$ cat config.mk
export PLATFORM = sky130hd
export DESIGN_NAME = rmq_minmax
export DESIGN_NICKNAME = d
export VERILOG_FILES = /design/src/sv/rmq_pkg.sv /design/src/sv/rmq_minmax.sv
export SDC_FILE = /design/constraint.sdc
export NUM_CORES = 1
export LEC_CHECK = 0
export BUFFER_PORTS_ARGS = -buffer_cell sky130_fd_sc_hd__buf_2
export CORE_ASPECT_RATIO = 1.75
export CORE_MARGIN = 1
export CORE_UTILIZATION = 42
export DETAILED_ROUTE_END_ITERATION = 12
export PLACE_DENSITY = 0.89
export SYNTH_ARGS = -nofsm -noshare
export SYNTH_HDL_FRONTEND = slang
export SYNTH_SLANG_ARGS = --single-unit
$ cat constraint.sdc
create_clock -name vclk -period 4.3
set_input_delay 0.645 -clock vclk [all_inputs]
set_output_delay 0.645 -clock vclk [all_outputs]
set_load 0.01 [all_outputs]
$ cat src/sv/rmq_pkg.sv
// ----------------------------------------------------------------------------
// rmq_pkg
// Shared types and constants for the range min/max segment tree.
// ----------------------------------------------------------------------------
package rmq_pkg;

   localparam int MAX_ELEMENTS = 1024;

   localparam int COUNT_W = 11;
   localparam int VAL_W   = 32;
   localparam int ADDR_W  = 3;

   localparam logic [ADDR_W-1:0] REG_COUNT_ADDR = 3'd0;

   localparam logic signed [VAL_W-1:0] INT_MAX = 32'sh7FFF_FFFF;
   localparam logic signed [VAL_W-1:0] INT_MIN = 32'sh8000_0000;

   // request command carried on tuser
   typedef enum logic { CMD_WRITE = 1'b0, CMD_QUERY = 1'b1 } cmd_type;

   // one tree node: min in the low half, max in the high half
   typedef struct packed {
      logic signed [VAL_W-1:0] max;
      logic signed [VAL_W-1:0] min;
   } node_type;

endpackage

$ cat src/sv/rmq_minmax.sv
// ----------------------------------------------------------------------------
// rmq_minmax
// Shared combine unit: signed min of mins and max of maxes.
// ----------------------------------------------------------------------------
module rmq_minmax (
   input  rmq_pkg::node_type a,
   input  rmq_pkg::node_type b,
   output rmq_pkg::node_type y
);
   import rmq_pkg::*;

   always_comb begin
      y.min = (a.min < b.min) ? a.min : b.min;
      y.max = (a.max > b.max) ? a.max : b.max;
   end

endmodule

==> impl_metrics.tcl <==
set metrics [dict create \
    vias 2937 \
    hp-class "primary input to output port" \
    grt_pass1_wl_um 11300 \
    drc 0 \
    min_path_cells 3 \
    peakVddDrop_mv 0.102 \
    rsz0062_at_grt "false" \
    viasPerCell 5.26 \
    dieArea_um2 6050 \
    yosysSeqAreaShare_pct 0 \
    hold_viol 0 \
    p_sw_share_pct 49.5 \
    grtUsageTotal_pct 23.4 \
    p_int_uw 235 \
    startpoint "a[25]" \
    fin_crit_sh_pct 91.3 \
    cts_resized 0 \
    worst_slew_pin_slew_ns 0.382 \
    worstSetupPathType "primary input to output port" \
    required_ns 3.65 \
    fmax_mhz 255 \
    p_clk_share_pct 0 \
    hold_ws_ns 1.60 \
    drtIter0Drc 55 \
    setup_viol 0 \
    syn-num-nets 485 \
    grt_max_degree 32 \
    avgSynthCellArea_um2 8.18 \
    dr.pass1.iters 4 \
    pwr-share-comb_pct 100.0 \
    row_count 36 \
    postCtsSetupRepairBufs 0 \
    seq_cells 0 \
    die_w_um 59.2 \
    seq_area_um2 0 \
    yosys-top-cells-area "ha_1 (33%), mux2_2 (16%), mux2_1 (14%), inv_1 (10%), a21oi_1 (4.0%)" \
    drtAntennaViolNets 0 \
    p_per_area_nw_per_um2 135 \
    drv_slew 0 \
    finalWirelength_um 7630 \
    place_hpwl_um 7030 \
    ys_types 36 \
    core-area_um2 5540 \
    status "completed" \
    final_cells 558 \
    area_growth_pct 43.3 \
    die_h_um 102 \
    worst-path-max-fanout 31 \
    grt_overflow_total 0 \
    initial_core_util_pct 43.4 \
    yosysTopAreaCell "ha_1" \
    setup.worst_path.end_class "output port" \
    netlist_area_um2 2410 \
    dp.cells 558 \
    insertedDiodeCount 0 \
    cts_hold_buffers 0 \
    synth.top_cell.area_share_pct 32.8 \
    syn_inst 294 \
    fin_nets 675 \
    portBuffers 192 \
    pin_count 192 \
    seqPwrFrac_pct 0 \
    yosysWarnings 0 \
    drv_cap 0 \
    final_layout_size_suffix_gt1_share_pct 47.9 \
    grt_pass1_vias 2796 \
    antenna_found_initial 0 \
    static-leakage-power_uw 0.00210 \
    wire_per_inst_um 13.7 \
    setup.worst_path.end "y[9]" \
    routabilityCongestion 0.811 \
    nClkBuffers 0 \
    cp-start-kind "primary input" \
    crit_arrival_ns 3.28 \
    p_sw_uw 231 \
    relSlewSlack_pct 74.5 \
    min_period_ns 3.93 \
    timing.setup.tns_ns 0 \
]
[power by group through the flow]
stage               combinational [uW]  clock [uW]  sequential, uW
floorplan                          282           0               0
global placement                   449           0               0
detailed placement                 465           0               0
CTS                                468           0               0
global route                       513           0               0
finish                             466           0               0
[cell usage after synthesis (3+ instances only)]
cell type  count
a21o_1         9
a21oi_1       19
buf_2          3
buf_6          3
ha_1          63
inv_1         67
mux2_1        30
mux2_2        34
nand2_1        7
nand3_1        6
nand4_1       12
nor2_1         6
o21ai_0        5
[cells in the final DEF, fill, tap and decap left out, drive strengths merged, types with 2 or more instances in the layout]
| master | synthesis | layout |
|---|---|---|
| mux2 | 64 | 64 |
| nor3 | 2 | 2 |
| nand2b | 2 | 2 |
| nand4 | 12 | 12 |
| a221oi | 3 | 3 |
| a21o | 9 | 9 |
| nand2 | 7 | 7 |
| nor2 | 6 | 6 |
| ha | 63 | 63 |
| and4 | 2 | 2 |
| buf | 6 | 194 |
| a221o | 2 | 2 |
| inv | 67 | 67 |
| a21oi | 19 | 19 |
| o21ai | 5 | 5 |
| nand3 | 6 | 6 |
| a211o | 2 | 2 |
| a31oi | 2 | 2 |
[critical path, stage by stage]
cell      delay (ns)
buf_2           0.12
ha_1            0.31
a21o_1          0.18
a221o_1         0.34
a211oi_2        0.37
o22ai_1         0.19
a221oi_4        0.20
buf_4           0.39
mux2_1          0.38
buf_2           0.15
[through the flow]
stage               instance area (um^2)  total power, uW  setup WS, ns  utilization (%)
floorplan                           2410              282         0.826                -
global placement                    3450              449         0.432             62.2
detailed placement                  3450              465         0.382             62.2
CTS                                 3450              468         0.380             62.2
global route                        3450              513         0.220             62.2
finish                              3450              466         0.375             62.2
[worst min path at each step]
stage	from	endpoint	slack (ns)
3_3_place_gp	b[19]	y[19]	1.60
4_1_cts	b[21]	y[21]	1.60
3_5_place_dp	b[30]	y[30]	1.60
5_1_grt	b[7]	y[7]	1.61
2_1_floorplan	b[10]	y[10]	1.44
6_report	b[26]	y[26]	1.60
[layout make-up]
class | count | area [um^2]
Fill cell | 478 | 2090
Inverter | 67 | 251
Multi-Input combinational cell | 221 | 2110
Timing Repair Buffer | 194 | 988
Tap cell | 76 | 95.1
[layer usage]
layer	vias to the layer above	part of all wire, %	global-route usage, %
li1	1447	-	-
met1	1340	33	20.6
met2	140	60	52.9
met3	10	5.6	1.90
met4	0	1.3	3.66
met5	-	0	0
[cells by family (layout without fill, tap and decap cells)]
| group | Yosys count | count (layout) | share of synthesized area [%] |
|---|---|---|---|
| buffers and inverters | 73 | 261 | 12.5 |
| and+or+nand+nor | 41 | 41 | 9.10 |
| muxes | 64 | 64 | 30.0 |
| adders and majority gates | 63 | 63 | 32.8 |
| AOI/OAI and AO/OA | 53 | 53 | 15.7 |
No activity file was read; power rests on OpenSTA's default activity.
